--- src/rtl/core/bbt_pkg.sv ---
// bbt_pkg: widths, codes and reset values shared by the bar/beat/tick timebase
// depends on nothing; used by bbt_mul, bbt_div, the core top level and both testbench files
package bbt_pkg;

	// fractional tick bits of the fixed-point tick counts
	localparam int FRAC_BITS = 16;

	// field widths
	localparam int SR_W   = 18;
	localparam int TEMPO_W = 17;
	localparam int BPB_W  = 6;
	localparam int UNIT_W = 6;
	localparam int TPB_W  = 12;
	localparam int PF_W   = 14;
	localparam int CFG_W  = 18;
	localparam int IDX_W  = 3;
	localparam int FRAME_W = 32;
	localparam int BAR_W  = 24;
	localparam int BEAT_W = 6;
	localparam int TICK_W = 12;
	localparam int BST_W  = 48;

	// datapath widths
	localparam int PW    = PF_W + TEMPO_W + UNIT_W + TPB_W;   // widest product
	localparam int NW    = PW + FRAC_BITS;                     // dividend shifter
	localparam int DW    = 35;                                 // divisor / remainder
	localparam int BW    = BPB_W + TPB_W;                      // serial multiplier operand
	localparam int CW    = $clog2(NW + 1);
	localparam int PTW   = 24 + FRAC_BITS;                     // ticks per period
	localparam int TFW   = TICK_W + FRAC_BITS;                 // tick position
	localparam int SUMW  = PTW + 1;
	localparam int SUM_IW = SUMW - FRAC_BITS;
	localparam int TOT_W = SUM_IW + 1;

	// 24000 = 1500 * 2^PERIOD_SHIFT
	localparam int SR_SCALE     = 1500;
	localparam int PERIOD_SHIFT = 4;

	// register reset values
	localparam logic [SR_W-1:0]    SR_RST    = SR_W'(48000);
	localparam logic [TEMPO_W-1:0] TEMPO_RST = TEMPO_W'(12000);
	localparam logic [BPB_W-1:0]   BPB_RST   = BPB_W'(4);
	localparam logic [UNIT_W-1:0]  UNIT_RST  = UNIT_W'(4);
	localparam logic [TPB_W-1:0]   TPB_RST   = TPB_W'(1920);
	localparam logic [PF_W-1:0]    PF_RST    = PF_W'(1024);

	typedef enum logic [IDX_W-1:0] {
		REG_SAMPLE_RATE = 3'd0,
		REG_TEMPO       = 3'd1,
		REG_BPB         = 3'd2,
		REG_UNIT        = 3'd3,
		REG_TPB         = 3'd4,
		REG_PF          = 3'd5
	} reg_idx_t;

	typedef struct packed {
		logic          start;
		logic [CW-1:0] steps;
	} div_cmd_t;

endpackage

--- src/rtl/core/bbt_mul.sv ---
// bbt_mul: bit-serial shift-add multiplier, one multiplier bit per cycle
// depends on bbt_pkg
module bbt_mul (
	input  logic                  clk,
	input  logic                  arst_n,
	input  logic                  start,
	input  logic [bbt_pkg::PW-1:0] a,
	input  logic [bbt_pkg::BW-1:0] b,
	output logic                  busy,
	output logic [bbt_pkg::PW-1:0] prod
);

	logic [bbt_pkg::PW-1:0] a_q;
	logic [bbt_pkg::BW-1:0] b_q;
	logic [bbt_pkg::PW-1:0] acc_q;

	always_ff @(posedge clk or negedge arst_n) begin
		if (!arst_n) begin
			b_q <= '0;
		end else if (start) begin
			b_q <= b;
		end else if (b_q != '0) begin
			b_q <= b_q >> 1;
		end
	end

	always_ff @(posedge clk) begin
		if (start) begin
			a_q   <= a;
			acc_q <= '0;
		end else if (b_q != '0) begin
			a_q <= {a_q[bbt_pkg::PW-2:0], 1'b0};
			if (b_q[0]) begin
				acc_q <= acc_q + a_q;
			end
		end
	end

	assign busy = (b_q != '0);
	assign prod = acc_q;

endmodule

--- src/rtl/core/bbt_div.sv ---
// bbt_div: restoring divider, one quotient bit per cycle, steps set per command
// depends on bbt_pkg; dividend is given left-aligned in the shifter
module bbt_div (
	input  logic                   clk,
	input  logic                   arst_n,
	input  bbt_pkg::div_cmd_t      cmd,
	input  logic [bbt_pkg::NW-1:0] dividend,
	input  logic [bbt_pkg::DW-1:0] divisor,
	output logic                   busy,
	output logic [bbt_pkg::NW-1:0] quot,
	output logic [bbt_pkg::DW-1:0] rem
);

	logic [bbt_pkg::CW-1:0] count_q;
	logic [bbt_pkg::NW-1:0] n_q;
	logic [bbt_pkg::NW-1:0] q_q;
	logic [bbt_pkg::DW-1:0] d_q;
	logic [bbt_pkg::DW-1:0] r_q;
	logic [bbt_pkg::DW:0]   trial;
	logic [bbt_pkg::DW:0]   diff;
	logic                   ge;
	logic [bbt_pkg::DW-1:0] r_next;

	always_comb begin
		trial  = {r_q, n_q[bbt_pkg::NW-1]};
		diff   = trial - {1'b0, d_q};
		ge     = (trial >= {1'b0, d_q});
		r_next = ge ? diff[bbt_pkg::DW-1:0] : trial[bbt_pkg::DW-1:0];
	end

	always_ff @(posedge clk or negedge arst_n) begin
		if (!arst_n) begin
			count_q <= '0;
		end else if (cmd.start) begin
			count_q <= cmd.steps;
		end else if (count_q != '0) begin
			count_q <= count_q - 1'b1;
		end
	end

	always_ff @(posedge clk) begin
		if (cmd.start) begin
			n_q <= dividend;
			d_q <= divisor;
			r_q <= '0;
			q_q <= '0;
		end else if (count_q != '0) begin
			n_q <= {n_q[bbt_pkg::NW-2:0], 1'b0};
			r_q <= r_next;
			q_q <= {q_q[bbt_pkg::NW-2:0], ge};
		end
	end

	assign busy = (count_q != '0);
	assign quot = q_q;
	assign rem  = r_q;

endmodule

--- src/rtl/core/bar_beat_tick_transport_clock_core.sv ---
// bar_beat_tick_transport_clock_core: musical timebase master, sequencer and state
// depends on bbt_pkg, bbt_mul and bbt_div
//
//  channel | handshake            | payload
//  --------+----------------------+---------------------------------------
//  in      | in_valid / in_ready  | new_position, frame
//  out     | out_valid / out_ready| bar, beat, tick, bar_origin_tick
//  cfg     | cfg_valid / cfg_ready| cfg_index, cfg_data
//
// one item at a time; a plain advance runs serial divides of 25 and 26 bits and a
// serial multiply of up to 18 bits, a recompute the whole micro-op sequence, both
// on the one-bit-per-cycle divider and multiplier.
// reset forces a recompute on the first item; so does any write to a known register index.
// register writes are taken only while the sequencer is idle.
// a finished result sits in the output register, and the next item is taken
// while it waits; the sequencer only stalls if a second result is ready first.
module bar_beat_tick_transport_clock_core (
	input  logic                        clk,
	input  logic                        arst_n,
	input  logic                        in_valid,
	output logic                        in_ready,
	input  logic                        new_position,
	input  logic [bbt_pkg::FRAME_W-1:0] frame,
	output logic                        out_valid,
	input  logic                        out_ready,
	output logic [bbt_pkg::BAR_W-1:0]   bar,
	output logic [bbt_pkg::BEAT_W-1:0]  beat,
	output logic [bbt_pkg::TICK_W-1:0]  tick,
	output logic [bbt_pkg::BST_W-1:0]   bar_origin_tick,
	input  logic                        cfg_valid,
	output logic                        cfg_ready,
	input  logic [bbt_pkg::IDX_W-1:0]   cfg_index,
	input  logic [bbt_pkg::CFG_W-1:0]   cfg_data
);

	typedef enum logic [3:0] {
		ST_IDLE  = 4'b0001,
		ST_ISSUE = 4'b0010,
		ST_WAIT  = 4'b0100,
		ST_OUT   = 4'b1000
	} state_t;

	// micro-op sequence; recompute runs PF_TEMPO..BARSTART, advance ADV_*
	typedef enum logic [3:0] {
		OP_PF_TEMPO  = 4'd0,
		OP_MUL_UNIT  = 4'd1,
		OP_MUL_TPB   = 4'd2,
		OP_SR1500    = 4'd3,
		OP_BDEN      = 4'd4,
		OP_PERIOD    = 4'd5,
		OP_BNUM      = 4'd6,
		OP_WHOLE     = 4'd7,
		OP_REMTPB    = 4'd8,
		OP_TICK      = 4'd9,
		OP_BAR0      = 4'd10,
		OP_BT        = 4'd11,
		OP_BARSTART  = 4'd12,
		OP_ADV_BEATS = 4'd13,
		OP_ADV_BARS  = 4'd14,
		OP_ADV_MUL   = 4'd15
	} op_t;

	// configuration registers
	logic [bbt_pkg::SR_W-1:0]    sample_rate_q;
	logic [bbt_pkg::TEMPO_W-1:0] tempo_q;
	logic [bbt_pkg::BPB_W-1:0]   bpb_q;
	logic [bbt_pkg::UNIT_W-1:0]  unit_q;
	logic [bbt_pkg::TPB_W-1:0]   tpb_q;
	logic [bbt_pkg::PF_W-1:0]    pf_q;

	// sequencer and transport state
	state_t                      state_q;
	op_t                         op_q;
	logic                        recalc_q;
	logic [bbt_pkg::FRAME_W-1:0] frame_q;
	logic [bbt_pkg::BAR_W-1:0]   cur_bar_q;
	logic [bbt_pkg::BEAT_W-1:0]  cur_beat_q;
	logic [bbt_pkg::TFW-1:0]     tick_fixed_q;
	logic [bbt_pkg::PTW-1:0]     period_q;
	logic [bbt_pkg::BST_W-1:0]   bar_start_q;
	logic [bbt_pkg::BW-1:0]      bt_q;

	// scratch
	logic [bbt_pkg::PW-1:0] acc_q;
	logic [bbt_pkg::DW-1:0] s1500_q;
	logic [bbt_pkg::DW-1:0] bden_q;
	logic [bbt_pkg::PW-1:0] whole_q;

	// result register
	logic                       out_valid_q;
	logic [bbt_pkg::BAR_W-1:0]  bar_q;
	logic [bbt_pkg::BEAT_W-1:0] beat_q;
	logic [bbt_pkg::TICK_W-1:0] tick_q;
	logic [bbt_pkg::BST_W-1:0]  bst_q;

	// zero-as-one divisors
	logic [bbt_pkg::SR_W-1:0]  sr_nz;
	logic [bbt_pkg::BPB_W-1:0] bpb_nz;
	logic [bbt_pkg::UNIT_W-1:0] unit_nz;
	logic [bbt_pkg::TPB_W-1:0] tpb_nz;

	// unit hookup
	logic                   op_is_div;
	logic                   mul_start;
	logic                   mul_busy;
	logic [bbt_pkg::PW-1:0] mul_a;
	logic [bbt_pkg::BW-1:0] mul_b;
	logic [bbt_pkg::PW-1:0] mul_prod;
	bbt_pkg::div_cmd_t      div_cmd;
	logic                   div_busy;
	logic [bbt_pkg::NW-1:0] div_n;
	logic [bbt_pkg::DW-1:0] div_d;
	logic [bbt_pkg::CW-1:0] div_steps;
	logic [bbt_pkg::NW-1:0] div_quot;
	logic [bbt_pkg::DW-1:0] div_rem;
	logic                   unit_busy;

	// advance arithmetic
	logic [bbt_pkg::SUMW-1:0]  sum;
	logic [bbt_pkg::SUM_IW-1:0] sum_int;
	logic [bbt_pkg::TOT_W-1:0] total;
	logic                      period_sat;
	logic                      in_acc;

	// handshake helpers
	logic                      cfg_hit;
	logic                      recompute;
	logic                      out_load;

	assign sr_nz   = (sample_rate_q == '0) ? bbt_pkg::SR_W'(1) : sample_rate_q;
	assign bpb_nz  = (bpb_q == '0) ? bbt_pkg::BPB_W'(1) : bpb_q;
	assign unit_nz = (unit_q == '0) ? bbt_pkg::UNIT_W'(1) : unit_q;
	assign tpb_nz  = (tpb_q == '0) ? bbt_pkg::TPB_W'(1) : tpb_q;

	assign sum     = bbt_pkg::SUMW'(tick_fixed_q) + bbt_pkg::SUMW'(period_q);
	assign sum_int = sum[bbt_pkg::SUMW-1:bbt_pkg::FRAC_BITS];
	// beat index from zero plus whole beats just carried
	assign total   = bbt_pkg::TOT_W'(cur_beat_q) - bbt_pkg::TOT_W'(1)
		+ bbt_pkg::TOT_W'(div_quot[bbt_pkg::SUM_IW-1:0]);
	// integer part of ticks per period clamps at 24 bits
	assign period_sat = |div_quot[bbt_pkg::NW-1:bbt_pkg::PTW];

	// operand selection per micro-op
	always_comb begin
		op_is_div = 1'b0;
		mul_a     = '0;
		mul_b     = '0;
		div_n     = '0;
		div_d     = '0;
		div_steps = '0;
		unique case (op_q)
			OP_PF_TEMPO: begin
				mul_a = bbt_pkg::PW'(tempo_q);
				mul_b = bbt_pkg::BW'(pf_q);
			end
			OP_MUL_UNIT: begin
				mul_a = acc_q;
				mul_b = bbt_pkg::BW'(unit_nz);
			end
			OP_MUL_TPB: begin
				mul_a = acc_q;
				mul_b = bbt_pkg::BW'(tpb_nz);
			end
			OP_SR1500: begin
				mul_a = bbt_pkg::PW'(sr_nz);
				mul_b = bbt_pkg::BW'(bbt_pkg::SR_SCALE);
			end
			OP_BDEN: begin
				mul_a = bbt_pkg::PW'(s1500_q);
				mul_b = bbt_pkg::BW'(unit_nz);
			end
			OP_PERIOD: begin
				op_is_div = 1'b1;
				div_n     = {acc_q, {bbt_pkg::FRAC_BITS{1'b0}}};
				div_d     = bbt_pkg::DW'({s1500_q, {bbt_pkg::PERIOD_SHIFT{1'b0}}});
				div_steps = bbt_pkg::CW'(bbt_pkg::NW);
			end
			OP_BNUM: begin
				mul_a = bbt_pkg::PW'(frame_q);
				mul_b = bbt_pkg::BW'(tempo_q);
			end
			OP_WHOLE: begin
				op_is_div = 1'b1;
				div_n     = {acc_q, {bbt_pkg::FRAC_BITS{1'b0}}};
				div_d     = bden_q;
				div_steps = bbt_pkg::CW'(bbt_pkg::PW);
			end
			OP_REMTPB: begin
				mul_a = bbt_pkg::PW'(div_rem);
				mul_b = bbt_pkg::BW'(tpb_nz);
			end
			OP_TICK: begin
				op_is_div = 1'b1;
				div_n     = {acc_q, {bbt_pkg::FRAC_BITS{1'b0}}};
				div_d     = bden_q;
				div_steps = bbt_pkg::CW'(bbt_pkg::NW);
			end
			OP_BAR0: begin
				op_is_div = 1'b1;
				div_n     = {whole_q, {bbt_pkg::FRAC_BITS{1'b0}}};
				div_d     = bbt_pkg::DW'(bpb_nz);
				div_steps = bbt_pkg::CW'(bbt_pkg::PW);
			end
			OP_BT: begin
				mul_a = bbt_pkg::PW'(bpb_nz);
				mul_b = bbt_pkg::BW'(tpb_nz);
			end
			OP_BARSTART: begin
				mul_a = div_quot[bbt_pkg::PW-1:0];
				mul_b = bt_q;
			end
			OP_ADV_BEATS: begin
				op_is_div = 1'b1;
				div_n     = {sum_int, {(bbt_pkg::NW - bbt_pkg::SUM_IW){1'b0}}};
				div_d     = bbt_pkg::DW'(tpb_nz);
				div_steps = bbt_pkg::CW'(bbt_pkg::SUM_IW);
			end
			OP_ADV_BARS: begin
				op_is_div = 1'b1;
				div_n     = {total, {(bbt_pkg::NW - bbt_pkg::TOT_W){1'b0}}};
				div_d     = bbt_pkg::DW'(bpb_nz);
				div_steps = bbt_pkg::CW'(bbt_pkg::TOT_W);
			end
			OP_ADV_MUL: begin
				mul_a = bbt_pkg::PW'(div_quot[bbt_pkg::TOT_W-1:0]);
				mul_b = bt_q;
			end
			default: begin
				op_is_div = 1'b0;
			end
		endcase
	end

	assign mul_start     = (state_q == ST_ISSUE) && !op_is_div;
	assign div_cmd.start = (state_q == ST_ISSUE) && op_is_div;
	assign div_cmd.steps = div_steps;
	assign unit_busy     = op_is_div ? div_busy : mul_busy;

	bbt_mul u_mul (
		.clk    (clk),
		.arst_n (arst_n),
		.start  (mul_start),
		.a      (mul_a),
		.b      (mul_b),
		.busy   (mul_busy),
		.prod   (mul_prod)
	);

	bbt_div u_div (
		.clk      (clk),
		.arst_n   (arst_n),
		.cmd      (div_cmd),
		.dividend (div_n),
		.divisor  (div_d),
		.busy     (div_busy),
		.quot     (div_quot),
		.rem      (div_rem)
	);

	assign in_ready  = (state_q == ST_IDLE);
	assign in_acc    = in_valid && in_ready;
	// registers only change between items, never under a running sequence
	assign cfg_ready = (state_q == ST_IDLE);
	assign cfg_hit   = cfg_valid && cfg_ready && (cfg_index <= bbt_pkg::REG_PF);
	// relocation, stale config or a known-index write on this very edge
	assign recompute = new_position || recalc_q || cfg_hit;
	assign out_load  = (state_q == ST_OUT) && (!out_valid_q || out_ready);

	// register file; any known index forces a recompute
	always_ff @(posedge clk or negedge arst_n) begin
		if (!arst_n) begin
			sample_rate_q <= bbt_pkg::SR_RST;
			tempo_q       <= bbt_pkg::TEMPO_RST;
			bpb_q         <= bbt_pkg::BPB_RST;
			unit_q        <= bbt_pkg::UNIT_RST;
			tpb_q         <= bbt_pkg::TPB_RST;
			pf_q          <= bbt_pkg::PF_RST;
		end else if (cfg_valid && cfg_ready) begin
			unique case (cfg_index)
				bbt_pkg::REG_SAMPLE_RATE: sample_rate_q <= cfg_data[bbt_pkg::SR_W-1:0];
				bbt_pkg::REG_TEMPO:       tempo_q <= cfg_data[bbt_pkg::TEMPO_W-1:0];
				bbt_pkg::REG_BPB:         bpb_q   <= cfg_data[bbt_pkg::BPB_W-1:0];
				bbt_pkg::REG_UNIT:        unit_q  <= cfg_data[bbt_pkg::UNIT_W-1:0];
				bbt_pkg::REG_TPB:         tpb_q   <= cfg_data[bbt_pkg::TPB_W-1:0];
				bbt_pkg::REG_PF:          pf_q    <= cfg_data[bbt_pkg::PF_W-1:0];
				default: begin
				end
			endcase
		end
	end

	// sequencer, transport state and result register
	always_ff @(posedge clk or negedge arst_n) begin
		if (!arst_n) begin
			state_q      <= ST_IDLE;
			op_q         <= OP_PF_TEMPO;
			recalc_q     <= 1'b1;
			out_valid_q  <= 1'b0;
			cur_bar_q    <= bbt_pkg::BAR_W'(1);
			cur_beat_q   <= bbt_pkg::BEAT_W'(1);
			tick_fixed_q <= '0;
			period_q     <= '0;
			bar_start_q  <= '0;
			bt_q         <= '0;
		end else begin
			if (out_load) begin
				out_valid_q <= 1'b1;
			end else if (out_valid_q && out_ready) begin
				out_valid_q <= 1'b0;
			end
			// an accepted item always leaves with fresh state
			if (in_acc) begin
				recalc_q <= 1'b0;
			end else if (cfg_hit) begin
				recalc_q <= 1'b1;
			end
			unique case (state_q)
				ST_IDLE: begin
					if (in_acc) begin
						// relocation or stale config: full recompute from frame
						op_q    <= recompute ? OP_PF_TEMPO : OP_ADV_BEATS;
						state_q <= ST_ISSUE;
					end
				end
				ST_ISSUE: begin
					state_q <= ST_WAIT;
				end
				ST_WAIT: begin
					if (!unit_busy) begin
						state_q <= (op_q == OP_BARSTART || op_q == OP_ADV_MUL) ? ST_OUT
							: ST_ISSUE;
						op_q    <= op_t'(op_q + 1'b1);
						case (op_q)
							OP_PERIOD: begin
								period_q <= period_sat ? '1 : div_quot[bbt_pkg::PTW-1:0];
							end
							OP_TICK: begin
								tick_fixed_q <= div_quot[bbt_pkg::TFW-1:0];
							end
							OP_BAR0: begin
								cur_beat_q <= div_rem[bbt_pkg::BEAT_W-1:0] + 1'b1;
							end
							OP_BT: begin
								bt_q <= mul_prod[bbt_pkg::BW-1:0];
							end
							OP_BARSTART: begin
								bar_start_q <= mul_prod[bbt_pkg::BST_W-1:0];
								cur_bar_q   <= div_quot[bbt_pkg::BAR_W-1:0] + 1'b1;
							end
							OP_ADV_BEATS: begin
								tick_fixed_q <= {div_rem[bbt_pkg::TICK_W-1:0],
									sum[bbt_pkg::FRAC_BITS-1:0]};
							end
							OP_ADV_BARS: begin
								cur_beat_q <= div_rem[bbt_pkg::BEAT_W-1:0] + 1'b1;
							end
							OP_ADV_MUL: begin
								bar_start_q <= bar_start_q + mul_prod[bbt_pkg::BST_W-1:0];
								cur_bar_q   <= cur_bar_q + div_quot[bbt_pkg::BAR_W-1:0];
							end
							default: begin
							end
						endcase
					end
				end
				ST_OUT: begin
					// hold until the result register is free
					if (out_load) begin
						state_q <= ST_IDLE;
					end
				end
				default: begin
					state_q <= ST_IDLE;
				end
			endcase
		end
	end

	// datapath scratch and result payload
	always_ff @(posedge clk) begin
		if (in_acc) begin
			frame_q <= frame;
		end
		if (state_q == ST_WAIT && !unit_busy) begin
			case (op_q)
				OP_PF_TEMPO, OP_MUL_UNIT, OP_MUL_TPB, OP_BNUM, OP_REMTPB: begin
					acc_q <= mul_prod;
				end
				OP_SR1500: s1500_q <= mul_prod[bbt_pkg::DW-1:0];
				OP_BDEN:   bden_q  <= mul_prod[bbt_pkg::DW-1:0];
				OP_WHOLE:  whole_q <= div_quot[bbt_pkg::PW-1:0];
				default: begin
				end
			endcase
		end
		if (out_load) begin
			bar_q  <= cur_bar_q;
			beat_q <= cur_beat_q;
			tick_q <= tick_fixed_q[bbt_pkg::TFW-1:bbt_pkg::FRAC_BITS];
			bst_q  <= bar_start_q;
		end
	end

	assign out_valid       = out_valid_q;
	assign bar             = bar_q;
	assign beat            = beat_q;
	assign tick            = tick_q;
	assign bar_origin_tick = bst_q;

endmodule

--- config.mk ---
export PLATFORM = sky130hd
export DESIGN_NAME = bar_beat_tick_transport_clock_core
export DESIGN_NICKNAME = d
export VERILOG_FILES = /design/src/rtl/core/bbt_pkg.sv /design/src/rtl/core/bbt_mul.sv /design/src/rtl/core/bbt_div.sv /design/src/rtl/core/bar_beat_tick_transport_clock_core.sv
export SDC_FILE = /design/constraint.sdc
export NUM_CORES = 2
export LEC_CHECK = 0
export BUFFER_PORTS_ARGS = -buffer_cell sky130_fd_sc_hd__buf_2
export CAP_MARGIN = 5
export CORE_ASPECT_RATIO = 0.9
export CORE_MARGIN = 8
export CORE_UTILIZATION = 55
export DETAILED_ROUTE_END_ITERATION = 6
export PLACE_DENSITY = 0.83
export SYNTH_ARGS = -nofsm -noshare
export SYNTH_HDL_FRONTEND = slang
export SYNTH_SLANG_ARGS = --single-unit
export TNS_END_PERCENT = 50
--- constraint.sdc ---
create_clock -name clk -period 4.7 [get_ports clk]
set_input_delay 0.94 -clock clk [delete_from_list [all_inputs] [get_ports clk]]
set_output_delay 0.94 -clock clk [all_outputs]
set_load 0.05 [all_outputs]
==> results.tsv <==
metric	value	unit
avgSynthCellArea	10.2	um2
area_delta_synth_final	11.0	%
async_flop_share	32.2	%
grt_overflow	0	
cts_resized	0	
min_path_type	in2async	
layout_commonest_cell	nor2_1	
mostFrequentLayoutCells	nor2_1 (470), edfxtp_1 (423), nand2_1 (404)	
rrSetupSlack	330	ps
status	finished with violations	
cap_violations	0	
die_y	285	um
cp_max_fo	8	
grt_usage	28.7	%
dieArea	0.0900	mm2
postLayoutCellArea	0.0492	mm2
required	5090	ps
ioPinCount	152	
root_buffer	clkbuf_16	
placed_area	0.0464	mm2
drtAntennaViolNets	0	
worst_slew_pin_slew	1160	ps
first_global_vias	34700	
ys_seq_area_share	50.8	%
critPathLaunchType	flop	
relSlewSlack	22.4	%
rr_worst_depth	17	
crit_path_end_kind	flop	
finalSetupTns	0	ps
holdBufCountCts	0	
p_per_area	658	mW/mm2
finalCritPeriodShare	93.0	%
drv_slew	0	
path_class	reg2reg	
grt_pass1_wl	204	mm
post_cts_buffers	0	
ys_warn_count	0	
initial_utilization	55.7	%
irDropWorstVdd	0.423	mV
dp_hpwl	93.8	mm
dr.pass1.iters	7	
clock-sinks	844	
fin_crit	4370	ps
grt_setup_unrepaired	no	
clk_latency	680	ps
gp_congestion	0.962	
grt_antenna_before_repair	4	
avgRoutedWirePerCell	24.0	um
die_width	315	um
vias_per_cell	6.56	
setup_violations	0	
cp.arrival	4770	ps
layout-drive-gt1-share	12.4	%
skew	36.3	ps
ys.flop_type	edfxtp_1	
r2r-end	u_div.n_q[60]$_DFFE_PP_	
grt_max_degree	110	
synth_seq_cells	844	
yosysTopAreaCellShare	28.6	%
yosysUniqueCellTypes	83	
drcViolationCount	36	
synth_top_cell_by_area	edfxtp_1	
timing.hold.ws	299	ps
h-tree-depth	3	
cts_made_buffers	85	
yosys-top-cells-area	edfxtp_1 (29%), dfrtp_1 (14%), dfxtp_1 (6.7%)	
synth-edff-count	423	
drt_iter0_markers	5296	
hold_viol	0	
synth_nets	4634	
portBuffers	151	
cts_tree	yes	
num_vias	36500	
violations	design-rule violations	
syn_area	0.0444	mm2
clkTransAtPathRegs	60	ps
r2r-start	cur_beat_q[0]$_DFFE_PN1P_	
syn-instance-count	4355	
drt_wl_total	133	mm
core_area	0.0797	mm2
num_rows	98	
p_leak	21.0	nW
max_freq	0.229	GHz
ctsLongestPathBuffers	3	
fin_nets	4720	
[metal layers]
layer	GRT usage, %	up-vias	share of wire [%]
met2	43.8	2252	44
li1	-	16300	-
met1	39.7	17600	40
met5	0	-	0.0097
met4	10.5	2	4.1
met3	6.96	344	12
[worst max-delay path, cell delays in order, from the launching register on]
cell       delay (ps)
dfstp_2           380
inv_1              90
ha_1              190
nand2_1            90
or3_1             400
inv_1             270
ha_1              350
a2111oi_0         530
o21a_1            190
a21oi_1            80
nand2_1           130
nor3_1             50
a2111oi_0         450
o21bai_1          220
a21oi_1           230
mux2i_1           100
a221oi_1          280
nor2_1             60
[cell type report]
cell class / instances / area [um2]
timing repair buffer: 248 / 1610
fill: 6247 / 30500
clock inverter: 36 / 420
sequential: 844 / 22500
tap: 1050 / 1310
antenna: 2 / 5.00
clock buffer: 124 / 2410
multi-input combinational: 3142 / 20500
inverter: 120 / 455
[how the worst max path moves through the flow]
stage	startpoint	to	slack, ps	cells after the start
6_report	cur_beat_q[0]$_DFFE_PN1P_	u_div.n_q[60]$_DFFE_PP_	330	17
5_1_grt	cur_beat_q[0]$_DFFE_PN1P_	u_div.n_q[60]$_DFFE_PP_	120	17
4_1_cts	cur_beat_q[0]$_DFFE_PN1P_	u_div.n_q[60]$_DFFE_PP_	410	17
3_5_place_dp	cur_beat_q[0]$_DFFE_PN1P_	u_div.n_q[60]$_DFFE_PP_	450	17
3_3_place_gp	cur_beat_q[0]$_DFFE_PN1P_	u_div.n_q[60]$_DFFE_PP_	590	17
2_1_floorplan	op_q[1]$_DFFE_PN0P_	acc_q[0]$_DFFE_PP_	230	9
[logic make-up after synthesis]
logic type / count (synthesis) / synth area share [%]
AOI/OAI and AO/OA: 1316 / 19.5
xor gates and xnor gates: 182 / 3.59
muxes: 161 / 3.92
and+or+nand+nor: 1263 / 12.7
DFF: 844 / 50.8
adders and majority gates: 220 / 6.31
buffers and inverters: 369 / 3.20
[sequential cells by signal (all words and copies together) (netlist names), 40 cells and up]
| register | count |
|---|---|
| bar_origin_tick | 48 |
| whole_q | 49 |
| u_mul.a_q | 49 |
| acc_q | 49 |
| period_q | 40 |
| u_mul.prod | 49 |
| bar_start_q | 48 |
| u_div.quot | 65 |
| u_div.n_q | 49 |
[synthesized netlist by cell type (55+ instances only)]
cell      number
nor3_1        61
a21oi_1      396
inv_1        119
a221oi_1      89
xnor2_1      101
ha_1         214
nor2_1       475
mux2_2       101
dfrtp_1      247
nand2_1      407
dfxtp_1      149
nand3_1       55
a31oi_1       61
a21o_1       140
clkbuf_1     219
edfxtp_1     423
mux2i_1       60
xor2_1        81
o21ai_0      250
[stage by stage]
step                instances  power, mW  setup WS (ps)  util (%)
floorplan                4355       20.8            229         -
global route             5564       34.0            123      61.8
global placement         5404       24.5            593      58.2
CTS                      5564       32.0            415      61.8
detailed placement       5404       24.9            451      58.2
finish                   5566       32.4            329      61.8
[where the power goes]
group | internal, mW | switching, mW | leakage, nW | total, mW
logic | 5.38 | 8.25 | 10.5 | 13.6
clock network | 3.88 | 3.02 | 1.38 | 6.90
registers | 9.83 | 2.06 | 9.06 | 11.9
total | 19.1 | 13.3 | 21.0 | 32.4
(Power assumes the default switching activity.)
